**src/design/pmp_pkg.sv**
```systemverilog
// ----------------------------------------------------------------------------
// pmp_pkg
// Shared types, widths and helpers for the polygon mass-property block.
// ----------------------------------------------------------------------------
package pmp_pkg;

  localparam int COORD_W          = 16;
  localparam int AREA_W           = 48;
  localparam int SUM_W            = 64;
  localparam int MUL_A_W          = 18;
  localparam int MUL_B_W          = 34;
  localparam int MUL_P_W          = MUL_A_W + MUL_B_W;
  localparam int DEN_W            = AREA_W + 2;
  localparam int CENT_W           = 16;
  localparam int DEF_MAX_VERTICES = 256;

  // result status codes
  localparam logic [1:0] STATUS_OK   = 2'd0;
  localparam logic [1:0] STATUS_ZERO = 2'd1;
  localparam logic [1:0] STATUS_SAT  = 2'd2;

  typedef enum logic [2:0] {
    ST_IDLE,
    ST_EDGE,
    ST_DIV3,
    ST_INER,
    ST_CX,
    ST_CY,
    ST_DONE
  } st_t;

  typedef struct packed {
    logic                    ovf;
    logic signed [SUM_W-1:0] val;
  } sat_res_t;

  // Saturating signed add on the 64-bit accumulators
  function automatic sat_res_t sat_add64(input logic signed [SUM_W-1:0] a,
                                         input logic signed [SUM_W-1:0] b);
    logic signed [SUM_W:0] s;
    sat_res_t              r;
    s     = {a[SUM_W-1], a} + {b[SUM_W-1], b};
    r.ovf = s[SUM_W] ^ s[SUM_W-1];
    if (r.ovf) begin
      r.val = s[SUM_W] ? {1'b1, {(SUM_W-1){1'b0}}} : {1'b0, {(SUM_W-1){1'b1}}};
    end else begin
      r.val = s[SUM_W-1:0];
    end
    return r;
  endfunction

endpackage

```
**src/design/pmp_cdiv.sv**
```systemverilog
// ----------------------------------------------------------------------------
// pmp_cdiv
// Restoring divider for the centroid: signed numerator over unsigned
// denominator, truncated toward zero, saturated to a signed 16-bit result.
// ----------------------------------------------------------------------------
module pmp_cdiv (
  input  logic                               clk,
  input  logic                               rst,
  input  logic                               start,
  input  logic signed [pmp_pkg::SUM_W-1:0]   num,
  input  logic        [pmp_pkg::DEN_W-1:0]   den,
  output logic                               done,
  output logic signed [pmp_pkg::CENT_W-1:0]  quo,
  output logic                               sat
);
  import pmp_pkg::*;

  // Two bits above the 16-bit magnitude are kept to spot saturation
  localparam int QB    = CENT_W + 2;
  localparam int DSH_W = DEN_W + QB - 1;
  localparam int CNT_W = $clog2(QB);

  logic                   busy;
  logic [CNT_W-1:0]       cnt;
  logic                   neg;
  logic [SUM_W-1:0]       rem;
  logic [DSH_W-1:0]       dsh;
  logic [QB-1:0]          qacc;
  logic [DSH_W-1:0]       rem_x;
  logic [DSH_W-1:0]       diff;
  logic                   ge;
  logic signed [SUM_W-1:0] num_neg;

  assign rem_x   = {{(DSH_W-SUM_W){1'b0}}, rem};
  assign ge      = rem_x >= dsh;
  assign diff    = rem_x - dsh;
  assign num_neg = -num;

  always_ff @(posedge clk) begin
    if (rst) begin
      busy <= 1'b0;
      done <= 1'b0;
      cnt  <= '0;
    end else begin
      done <= 1'b0;
      if (start) begin
        busy <= 1'b1;
        cnt  <= '0;
        neg  <= num[SUM_W-1];
        rem  <= num[SUM_W-1] ? num_neg : num;
        dsh  <= {den, {(QB-1){1'b0}}};
        qacc <= '0;
      end else if (busy) begin
        if (ge) begin
          rem <= diff[SUM_W-1:0];
        end
        qacc <= {qacc[QB-2:0], ge};
        dsh  <= dsh >> 1;
        cnt  <= cnt + 1'b1;
        if (cnt == CNT_W'(QB-1)) begin
          busy <= 1'b0;
          done <= 1'b1;
        end
      end
    end
  end

  always_comb begin
    sat = neg ? (qacc > QB'(32768)) : (qacc > QB'(32767));
    if (sat) begin
      quo = neg ? {1'b1, {(CENT_W-1){1'b0}}} : {1'b0, {(CENT_W-1){1'b1}}};
    end else if (neg) begin
      quo = -qacc[CENT_W-1:0];
    end else begin
      quo = qacc[CENT_W-1:0];
    end
  end

endmodule

```
**src/design/polygon_mass_properties_top.sv**
```systemverilog
// ----------------------------------------------------------------------------
// polygon_mass_properties_top
// Area, centroid and signed moment of inertia of a polygon streamed in as
// Q8.8 vertices, built round one shared 18x34 multiplier.
// ----------------------------------------------------------------------------
// Vertices are taken one per transfer; in_stall is high whenever the block is
// working. A first vertex that is not flagged last is only stored. Every
// later vertex opens an edge, and one edge runs through 13 sequencer steps
// (12 passes through the shared multiplier for cross product, squared norms,
// the x0*x1 and y0*y1 terms, centroid moments and the two halves of the
// inertia product, then one step to add the halves), an 8-bit-per-cycle
// divide by three and the ST_INER state to fold the inertia term in. A vertex
// flagged last adds the closing edge, then runs two 18-step centroid
// divisions unless the area is zero, and lands the result in the output
// register. A result waiting on out_stall only holds the block at the next
// result, not at the next vertex. Vertices past MAX_VERTICES are dropped,
// though a dropped last vertex still closes the polygon. status: 0 ok,
// 1 zero area (centroid 0), 2 saturated.
// ----------------------------------------------------------------------------
module polygon_mass_properties_top #(
  parameter int MAX_VERTICES = pmp_pkg::DEF_MAX_VERTICES
) (
  input  logic               clk,
  input  logic               rst,
  input  logic               in_valid,
  output logic               in_stall,
  input  logic signed [15:0] vertex_x,
  input  logic signed [15:0] vertex_y,
  input  logic               last_vertex,
  output logic               out_valid,
  input  logic               out_stall,
  output logic        [46:0] area,
  output logic signed [15:0] centroid_x,
  output logic signed [15:0] centroid_y,
  output logic signed [47:0] inertia,
  output logic        [1:0]  status
);
  import pmp_pkg::*;

  localparam int CNT_W = $clog2(MAX_VERTICES + 1);

  // Last edge micro-step, where the inertia product halves are added, and last divide-by-three step
  localparam logic [3:0] STEP_LAST = 4'd12;
  localparam logic [2:0] DIV3_LAST = 3'd5;

  st_t state, state_next;

  // Polygon state
  logic signed [COORD_W-1:0] first_x, first_y, prev_x, prev_y;
  logic                      have_first;
  logic [CNT_W-1:0]          vert_count;
  logic                      sat_flag;
  logic [AREA_W-1:0]         area_sum;
  logic signed [SUM_W-1:0]   centroid_sum_x, centroid_sum_y, inertia_sum;

  // Current edge: p = (ex0, ey0), c = (ex1, ey1)
  logic signed [COORD_W-1:0] ex0, ey0, ex1, ey1;
  logic                      closing;
  logic                      pend_last;

  // Shared datapath
  logic [3:0]                step;
  logic signed [MUL_A_W-1:0] mul_a;
  logic signed [MUL_B_W-1:0] mul_b;
  logic signed [MUL_P_W-1:0] mul_p;
  logic signed [MUL_P_W-1:0] prod;
  logic signed [32:0]        cr;
  logic signed [32:0]        cr_abs;
  logic [31:0]               acr;
  logic                      cr_neg;
  logic signed [34:0]        br;
  logic [SUM_W-1:0]          tt;
  logic [SUM_W-1:0]          tsum;
  logic [AREA_W:0]           area_add;
  logic [AREA_W-1:0]         dv;
  logic [AREA_W-1:0]         dv_next;
  logic [1:0]                r3, r3_next;
  logic [2:0]                div_cnt;
  logic signed [SUM_W-1:0]   prod_x;
  logic signed [SUM_W-1:0]   iner_term;
  sat_res_t                  sx_res, sy_res, si_res;

  // Centroid divider
  logic                      cdiv_start;
  logic signed [SUM_W-1:0]   cdiv_num;
  logic [DEN_W-1:0]          den3;
  logic                      cdiv_done;
  logic signed [CENT_W-1:0]  cdiv_quo;
  logic                      cdiv_sat;
  logic signed [CENT_W-1:0]  cent_x, cent_y;

  logic                      accept;
  logic                      room;
  logic                      out_free;
  logic                      iner_ovf;
  logic signed [47:0]        iner_clamp;
  logic                      area_zero;

  assign accept    = in_valid && (state == ST_IDLE);
  assign room      = vert_count < CNT_W'(MAX_VERTICES);
  assign out_free  = !out_valid || !out_stall;
  assign area_zero = (area_sum == '0);
  assign den3      = {1'b0, area_sum, 1'b0} + {2'b00, area_sum};

  assign mul_p    = mul_a * mul_b;
  assign cr_abs   = cr[32] ? -cr : cr;
  assign area_add = {1'b0, area_sum} + {{(AREA_W-31){1'b0}}, acr};
  assign tsum     = tt + {prod[47:0], 16'b0};
  assign prod_x   = {{(SUM_W-MUL_P_W){prod[MUL_P_W-1]}}, prod};
  assign iner_term = cr_neg ? -{{(SUM_W-AREA_W){1'b0}}, dv}
                            : {{(SUM_W-AREA_W){1'b0}}, dv};

  assign sx_res = sat_add64(centroid_sum_x, prod_x);
  assign sy_res = sat_add64(centroid_sum_y, prod_x);
  assign si_res = sat_add64(inertia_sum, iner_term);

  // Divide by three, eight quotient bits per cycle
  always_comb begin
    logic [2:0] t;
    r3_next = r3;
    dv_next = {dv[AREA_W-9:0], 8'b0};
    for (int i = 0; i < 8; i++) begin
      t = {r3_next, dv[AREA_W-1-i]};
      if (t >= 3'd3) begin
        dv_next[7-i] = 1'b1;
        r3_next      = 2'(t - 3'd3);
      end else begin
        dv_next[7-i] = 1'b0;
        r3_next      = t[1:0];
      end
    end
  end

  // Inertia clamp to 48 bits
  assign iner_ovf   = !((&inertia_sum[SUM_W-1:47]) || !(|inertia_sum[SUM_W-1:47]));
  assign iner_clamp = iner_ovf ? (inertia_sum[SUM_W-1] ? {1'b1, 47'b0} : {1'b0, {47{1'b1}}})
                               : inertia_sum[47:0];

  pmp_cdiv u_cdiv (
    .clk   (clk),
    .rst   (rst),
    .start (cdiv_start),
    .num   (cdiv_num),
    .den   (den3),
    .done  (cdiv_done),
    .quo   (cdiv_quo),
    .sat   (cdiv_sat)
  );

  // Next state
  always_comb begin
    state_next = state;
    case (state)
      ST_IDLE: begin
        if (accept) begin
          if (!have_first) begin
            state_next = last_vertex ? ST_EDGE : ST_IDLE;
          end else if (room || last_vertex) begin
            state_next = ST_EDGE;
          end
        end
      end
      ST_EDGE: begin
        if (step == STEP_LAST) state_next = ST_DIV3;
      end
      ST_DIV3: begin
        if (div_cnt == DIV3_LAST) state_next = ST_INER;
      end
      ST_INER: begin
        if (closing) begin
          state_next = area_zero ? ST_DONE : ST_CX;
        end else begin
          state_next = pend_last ? ST_EDGE : ST_IDLE;
        end
      end
      ST_CX: begin
        if (cdiv_done) state_next = ST_CY;
      end
      ST_CY: begin
        if (cdiv_done) state_next = ST_DONE;
      end
      ST_DONE: begin
        if (out_free) state_next = ST_IDLE;
      end
      default: state_next = ST_IDLE;
    endcase
  end

  // Outputs of the sequencer: handshake, multiplier operands, divider start
  always_comb begin
    in_stall   = (state != ST_IDLE);
    cdiv_start = 1'b0;
    cdiv_num   = centroid_sum_x;
    mul_a      = '0;
    mul_b      = '0;
    case (state)
      ST_EDGE: begin
        case (step)
          4'd0: begin
            mul_a = {{2{ex0[15]}}, ex0};
            mul_b = {{18{ey1[15]}}, ey1};
          end
          4'd1: begin
            mul_a = {{2{ey0[15]}}, ey0};
            mul_b = {{18{ex1[15]}}, ex1};
          end
          4'd2: begin
            mul_a = {{2{ex0[15]}}, ex0};
            mul_b = {{18{ex0[15]}}, ex0};
          end
          4'd3: begin
            mul_a = {{2{ey0[15]}}, ey0};
            mul_b = {{18{ey0[15]}}, ey0};
          end
          4'd4: begin
            mul_a = {{2{ex1[15]}}, ex1};
            mul_b = {{18{ex1[15]}}, ex1};
          end
          4'd5: begin
            mul_a = {{2{ey1[15]}}, ey1};
            mul_b = {{18{ey1[15]}}, ey1};
          end
          4'd6: begin
            mul_a = {{2{ex0[15]}}, ex0};
            mul_b = {{18{ex1[15]}}, ex1};
          end
          4'd7: begin
            mul_a = {{2{ey0[15]}}, ey0};
            mul_b = {{18{ey1[15]}}, ey1};
          end
          4'd8: begin
            mul_a = {{2{ex0[15]}}, ex0} + {{2{ex1[15]}}, ex1};
            mul_b = {2'b00, acr};
          end
          4'd9: begin
            mul_a = {{2{ey0[15]}}, ey0} + {{2{ey1[15]}}, ey1};
            mul_b = {2'b00, acr};
          end
          4'd10: begin
            mul_a = {2'b00, acr[15:0]};
            mul_b = br[33:0];
          end
          4'd11: begin
            mul_a = {2'b00, acr[31:16]};
            mul_b = br[33:0];
          end
          default: begin
            mul_a = '0;
            mul_b = '0;
          end
        endcase
      end
      ST_INER: begin
        cdiv_start = closing && !area_zero;
      end
      ST_CX: begin
        cdiv_start = cdiv_done;
        cdiv_num   = centroid_sum_y;
      end
      default: begin
        cdiv_start = 1'b0;
      end
    endcase
  end

  // Registers
  always_ff @(posedge clk) begin
    if (rst) begin
      state          <= ST_IDLE;
      have_first     <= 1'b0;
      vert_count     <= '0;
      sat_flag       <= 1'b0;
      area_sum       <= '0;
      centroid_sum_x <= '0;
      centroid_sum_y <= '0;
      inertia_sum    <= '0;
      first_x        <= '0;
      first_y        <= '0;
      prev_x         <= '0;
      prev_y         <= '0;
      closing        <= 1'b0;
      pend_last      <= 1'b0;
      step           <= '0;
      div_cnt        <= '0;
      out_valid      <= 1'b0;
    end else begin
      state <= state_next;
      prod  <= mul_p;

      // a new result replaces the old one as it leaves
      if (state == ST_DONE && out_free) begin
        out_valid <= 1'b1;
      end else if (out_valid && !out_stall) begin
        out_valid <= 1'b0;
      end

      case (state)
        ST_IDLE: begin
          step    <= '0;
          div_cnt <= '0;
          if (accept) begin
            pend_last <= last_vertex;
            if (!have_first) begin
              first_x    <= vertex_x;
              first_y    <= vertex_y;
              prev_x     <= vertex_x;
              prev_y     <= vertex_y;
              have_first <= 1'b1;
              vert_count <= CNT_W'(1);
              ex0        <= vertex_x;
              ey0        <= vertex_y;
              ex1        <= vertex_x;
              ey1        <= vertex_y;
              closing    <= 1'b1;
            end else if (room) begin
              ex0        <= prev_x;
              ey0        <= prev_y;
              ex1        <= vertex_x;
              ey1        <= vertex_y;
              prev_x     <= vertex_x;
              prev_y     <= vertex_y;
              vert_count <= vert_count + 1'b1;
              closing    <= 1'b0;
            end else begin
              // vertex dropped; a last one still closes back to the first
              ex0     <= prev_x;
              ey0     <= prev_y;
              ex1     <= first_x;
              ey1     <= first_y;
              closing <= 1'b1;
            end
          end
        end
        ST_EDGE: begin
          step <= step + 1'b1;
          case (step)
            4'd1: cr <= prod[32:0];
            4'd2: cr <= cr - prod[32:0];
            4'd3: begin
              br     <= prod[34:0];
              acr    <= cr_abs[31:0];
              cr_neg <= cr[32];
            end
            4'd4: begin
              br <= br + prod[34:0];
              if (area_add[AREA_W]) begin
                area_sum <= '1;
                sat_flag <= 1'b1;
              end else begin
                area_sum <= area_add[AREA_W-1:0];
              end
            end
            4'd5, 4'd6, 4'd7, 4'd8: br <= br + prod[34:0];
            4'd9: begin
              centroid_sum_x <= sx_res.val;
              if (sx_res.ovf) sat_flag <= 1'b1;
            end
            4'd10: begin
              centroid_sum_y <= sy_res.val;
              if (sy_res.ovf) sat_flag <= 1'b1;
            end
            4'd11: tt <= {{(SUM_W-MUL_P_W){1'b0}}, prod};
            4'd12: begin
              // scale 12 * 2^16: drop 18 bits here, divide by three next
              dv      <= {2'b00, tsum[SUM_W-1:18]};
              r3      <= 2'd0;
              div_cnt <= '0;
            end
            default: begin
            end
          endcase
        end
        ST_DIV3: begin
          dv      <= dv_next;
          r3      <= r3_next;
          div_cnt <= div_cnt + 1'b1;
        end
        ST_INER: begin
          inertia_sum <= si_res.val;
          if (si_res.ovf) sat_flag <= 1'b1;
          step <= '0;
          if (!closing && pend_last) begin
            ex0     <= prev_x;
            ey0     <= prev_y;
            ex1     <= first_x;
            ey1     <= first_y;
            closing <= 1'b1;
          end
        end
        ST_CX: begin
          if (cdiv_done) begin
            cent_x <= cdiv_quo;
            if (cdiv_sat) sat_flag <= 1'b1;
          end
        end
        ST_CY: begin
          if (cdiv_done) begin
            cent_y <= cdiv_quo;
            if (cdiv_sat) sat_flag <= 1'b1;
          end
        end
        ST_DONE: begin
          if (out_free) begin
            area       <= area_sum[AREA_W-1:1];
            centroid_x <= area_zero ? '0 : cent_x;
            centroid_y <= area_zero ? '0 : cent_y;
            inertia    <= iner_clamp;
            if (area_zero) begin
              status <= STATUS_ZERO;
            end else if (sat_flag || iner_ovf) begin
              status <= STATUS_SAT;
            end else begin
              status <= STATUS_OK;
            end
            // start afresh for the next polygon
            have_first     <= 1'b0;
            vert_count     <= '0;
            sat_flag       <= 1'b0;
            area_sum       <= '0;
            centroid_sum_x <= '0;
            centroid_sum_y <= '0;
            inertia_sum    <= '0;
            first_x        <= '0;
            first_y        <= '0;
            prev_x         <= '0;
            prev_y         <= '0;
            closing        <= 1'b0;
            pend_last      <= 1'b0;
          end
        end
        default: begin
        end
      endcase
    end
  end

endmodule
```
**config.mk**
```make
export PLATFORM = sky130hd
export DESIGN_NAME = polygon_mass_properties_top
export DESIGN_NICKNAME = d
export VERILOG_FILES = /design/src/design/pmp_pkg.sv /design/src/design/pmp_cdiv.sv /design/src/design/polygon_mass_properties_top.sv
export SDC_FILE = /design/constraint.sdc
export NUM_CORES = 2
export LEC_CHECK = 0
export ABC_CLOCK_PERIOD_IN_PS = 10150
export BUFFER_PORTS_ARGS = -buffer_cell sky130_fd_sc_hd__buf_2
export CAP_MARGIN = 20
export CORE_ASPECT_RATIO = 1.1
export CORE_MARGIN = 10
export CORE_UTILIZATION = 40
export CTS_CLUSTER_DIAMETER = 120
export DETAILED_ROUTE_END_ITERATION = 7
export GPL_TIMING_DRIVEN = 0
export PLACE_DENSITY_LB_ADDON = 0.15
export SLEW_MARGIN = 20
export SYNTH_ARGS = -nofsm -noshare
export SYNTH_HDL_FRONTEND = slang
export SYNTH_SLANG_ARGS = --single-unit
export TNS_END_PERCENT = 100
```
**constraint.sdc**
```tcl
create_clock -name clk -period 10.15 [get_ports clk]
set_clock_uncertainty 0.15 [all_clocks]
set_input_delay 0.5075 -clock clk [delete_from_list [all_inputs] [get_ports clk]]
set_output_delay 0.5075 -clock clk [all_outputs]
set_load 0.02 [all_outputs]
```
==> run_results.csv <==
group,metric,value,unit
timing,rsz0062_at_grt,"yes",
run_status,violations,"design-rule violations",
timing,fin_ws,0.123,ns
global_route,antenna_found_initial,13,
synthesis,yosysTopAreaCell,"edfxtp_1",
worst_setup_path,critPathArrivalTime,10.40,ns
power,power_per_cell_area,210,nW/um^2
layout,area_growth,12.5,%
worst_setup_path,required,10.53,ns
layout,fill_cells,21500,
worst_setup_path,r2r_end,"prod[51]",
global_route,grt_use_met1,33.9,%
timing,fmax,99.7,MHz
placed_design,dp_hpwl,267000,um
worst_setup_path,reg2reg_from,"ex0[0]",
layout,multiInputGateArea,57900,sq um
clock_tree,clk_pin_slew,0.07,ns
synthesis,synth_area,87700,sq um
synthesis,ys.flop_type,"edfxtp_1",
floorplan,core-area,218000,sq um
worst_setup_path,endpoint,"prod[51]",
worst_hold_path,min_from,"first_y[7]",
timing,hold_ws,0.300,ns
drt,drtIter0Drc,6180,
timing,post-route-min-period,10.03,ns
timing,setup_viol,0,
power,leakage,42.7,nW
placed_design,place_ws,-2.45,ns
synthesis,syn_inst,10000,
job,maxCapViolations,0,
timing,fin_crit_sh,98.8,%
floorplan,top_level_ports,168,
worst_setup_path,critPathLaunchType,"flop",
synthesis,ys_ff_latch,948,
clock_tree,cts_root_buf,"clkbuf_16",
synthesis,yosysMostFrequentCell,"nand2_1",
worst_setup_path,critPathMaxFanout,5,
layout,fin_util,45.2,%
worst_setup_path,crit_start,"ex0[0]",
drt,antenna_left,0,
worst_setup_path,r2r_slack,0.12,ns
timing,worst-slew-pin-transition,1.20,ns
synthesis,synthTopCellsByArea,"edfxtp_1 21%, fa_1 14%, ha_1 9.1%",
worst_setup_path,cp-end-kind,"flop",
global_route,grt_usage,26.8,%
synthesis,postSynthAreaPerCell,8.73,sq um
global_route,grt_pass1_vias,76300,
floorplan,chipHeight,511,um
run_status,outcome,"finished with violations",
timing,maxSlewViolCount,0,
drt,wl_per_cell,24.6,um
synthesis,synth_cell_types,94,
global_route,top_usage_layer,"met2",
worst_setup_path,crit_path_max_incr_delay,0.58,ns
placed_design,placed_area,93300,sq um
clock_tree,cts_sinks,948,
floorplan,die_area,238000,sq um
drt,first_pass_iters,8,
placed_design,place_inst,13200,
floorplan,core.rowCount,180,
floorplan,die_w,466,um
synthesis,synth_top_area_share,21.0,%
synthesis,ys_seq_area_share,28.6,%
synthesis,synth_warnings,0,
synthesis,yosys-top-cells-count,"1234 x nand2_1, 1043 x inv_1, 808 x a21oi_1, 690 x o21ai_0, 637 x ha_1",
synthesis,async_reset_ff_share,0,%
drt,totalWireLength,331000,um
global_route,grt_util_met2,44.9,%
power,ir_drop,177,uV
layout,layout-drive-gt1-share,8.24,%
timing,setup_tns,0,ns
drt,vias,76800,
power,totalPowerFinal,20.7,mW
layout,regArea,25100,sq um
clock_tree,clockBufferDepth,3,
worst_setup_path,slowest_stage,"fa_2",
global_route,grt_overflow_total,0,
global_route,grt_pass1_wl,488000,um
global_route,grt_max_degree,51,
timing,hold_violations,0,
synthesis,synth-edff-count,613,
drt,post-route-drc-count,32,
worst_setup_path,path_class,"flop to flop",
clock_tree,htreeDepth,3,
placed_design,gp_congestion,0.957,
worst_setup_path,cp_common_cell,"inv_1",
layout,finalInstanceArea,98600,sq um
layout,layout.nets,11700,
clock_tree,tritoncts,"yes",
clock_tree,clk_latency,0.79,ns
worst_setup_path,reg2reg_depth,41,
global_route,use_met3,3.52,%
synthesis,syn_nets,11300,
timing,worst_slew_margin_rel,20.1,%
drt,viasPerCell,5.71,
clock_tree,numCtsBuffers,104,
placed_design,port-buffer-count,167,
worst_hold_path,holdCritPathClass,"flop to flop",
layout,stdcell_count,13500,
floorplan,start_util,40.1,%
==> worst min-delay path by stage <==
stage	endpoint	slack [ns]	depth (start not counted)
2_1_floorplan	pend_last	0.28	2
6_report	first_y[7]	0.30	2
3_5_place_dp	first_y[8]	0.29	2
4_1_cts	pend_last	0.30	2
5_1_grt	prev_x[5]	0.32	2
3_3_place_gp	pend_last	0.29	2
==> cell families (layout without fill, tap and decap cells) <==
kind of cell	count (synthesis)	after routing	synth area share [%]
and+or+nand+nor	2987	2987	15.9
muxes	147	147	1.78
buffers and inverters	1507	2003	6.49
other	0	4	0
AOI/OAI and AO/OA	2626	2626	18.6
DFF	948	948	28.6
adders and majority gates	1234	1234	22.7
xor gates and xnor gates	597	597	5.96
==> flip-flops by register name, summed over array words and instances, names as in the netlist, 47 cells and up <==
register / flops
area_sum: 48
centroid_sum_y: 64
dv: 48
centroid_sum_x: 64
u_cdiv.rem: 64
inertia_sum: 64
inertia: 48
u_cdiv.dsh: 67
prod: 52
area: 47
==> worst max-delay path, delay by kind of cell (launching register included) <==
kind	cells	cell delay, ns
adders and majority gates	9	3.84
AOI/OAI and AO/OA	17	3.08
and+or+nand+nor	5	1.08
buffers and inverters	8	0.67
xor gates and xnor gates	2	0.51
DFF	1	0.44
==> final cells by class <==
type | instances | area share [%]
flip-flops and latches | 948 | 25.5
repair buffers | 308 | 2.49
diodes | 4 | 0.0101
plain buffers | 456 | 2.09
inverters | 1044 | 3.97
well taps | 2912 | 3.69
clock buffers | 127 | 2.84
clock inverters | 68 | 0.781
multi-input cells | 7591 | 58.7
==> cells in the final DEF (no fill, tap or decap), drive strengths merged, types with 39 or more instances in the layout <==
cell | netlist | final
a211oi | 65 | 65
a21boi | 40 | 40
a21o | 320 | 320
a21oi | 808 | 808
a22oi | 64 | 64
a31oi | 95 | 95
and2 | 161 | 161
and3 | 66 | 66
buf | 45 | 326
clkbuf | 418 | 529
clkinv | 1 | 39
dfxtp | 335 | 335
edfxtp | 613 | 613
fa | 596 | 596
ha | 637 | 637
inv | 1043 | 1054
mux2 | 69 | 69
mux2i | 78 | 78
nand2 | 1234 | 1234
nand2b | 107 | 107
nand3 | 198 | 198
nand4 | 100 | 100
nor2 | 588 | 588
nor2b | 131 | 131
nor3 | 165 | 165
o21a | 63 | 63
o21ai | 699 | 699
o21bai | 72 | 72
o31ai | 76 | 76
or2 | 41 | 41
or3 | 67 | 67
xnor2 | 378 | 378
xor2 | 219 | 219
==> per-layer routing <==
layer | vias to the layer above | wire length (um)
met2 | 2725 | 156000
met4 | 6 | 18400
met1 | 37800 | 135000
met5 | - | 41
li1 | 35700 | -
met3 | 673 | 21000
==> what timing repair did <==
item	4_1_cts	5_1_grt
resized for setup	221	103
cloned	0	0
setup buffers	36	16
pin swaps	38	53
hold buffers	36	0
endpoints found under the setup margin	33	13
hold endpoints to repair	131	0
==> power by group <==
group	leakage, nW	switching (mW)	internal [mW]
Sequential	8.27	0.928	4.71
Combinational	32.7	6.87	4.11
Clock	1.74	1.80	2.27
Power figures use the tool's default switching activity.
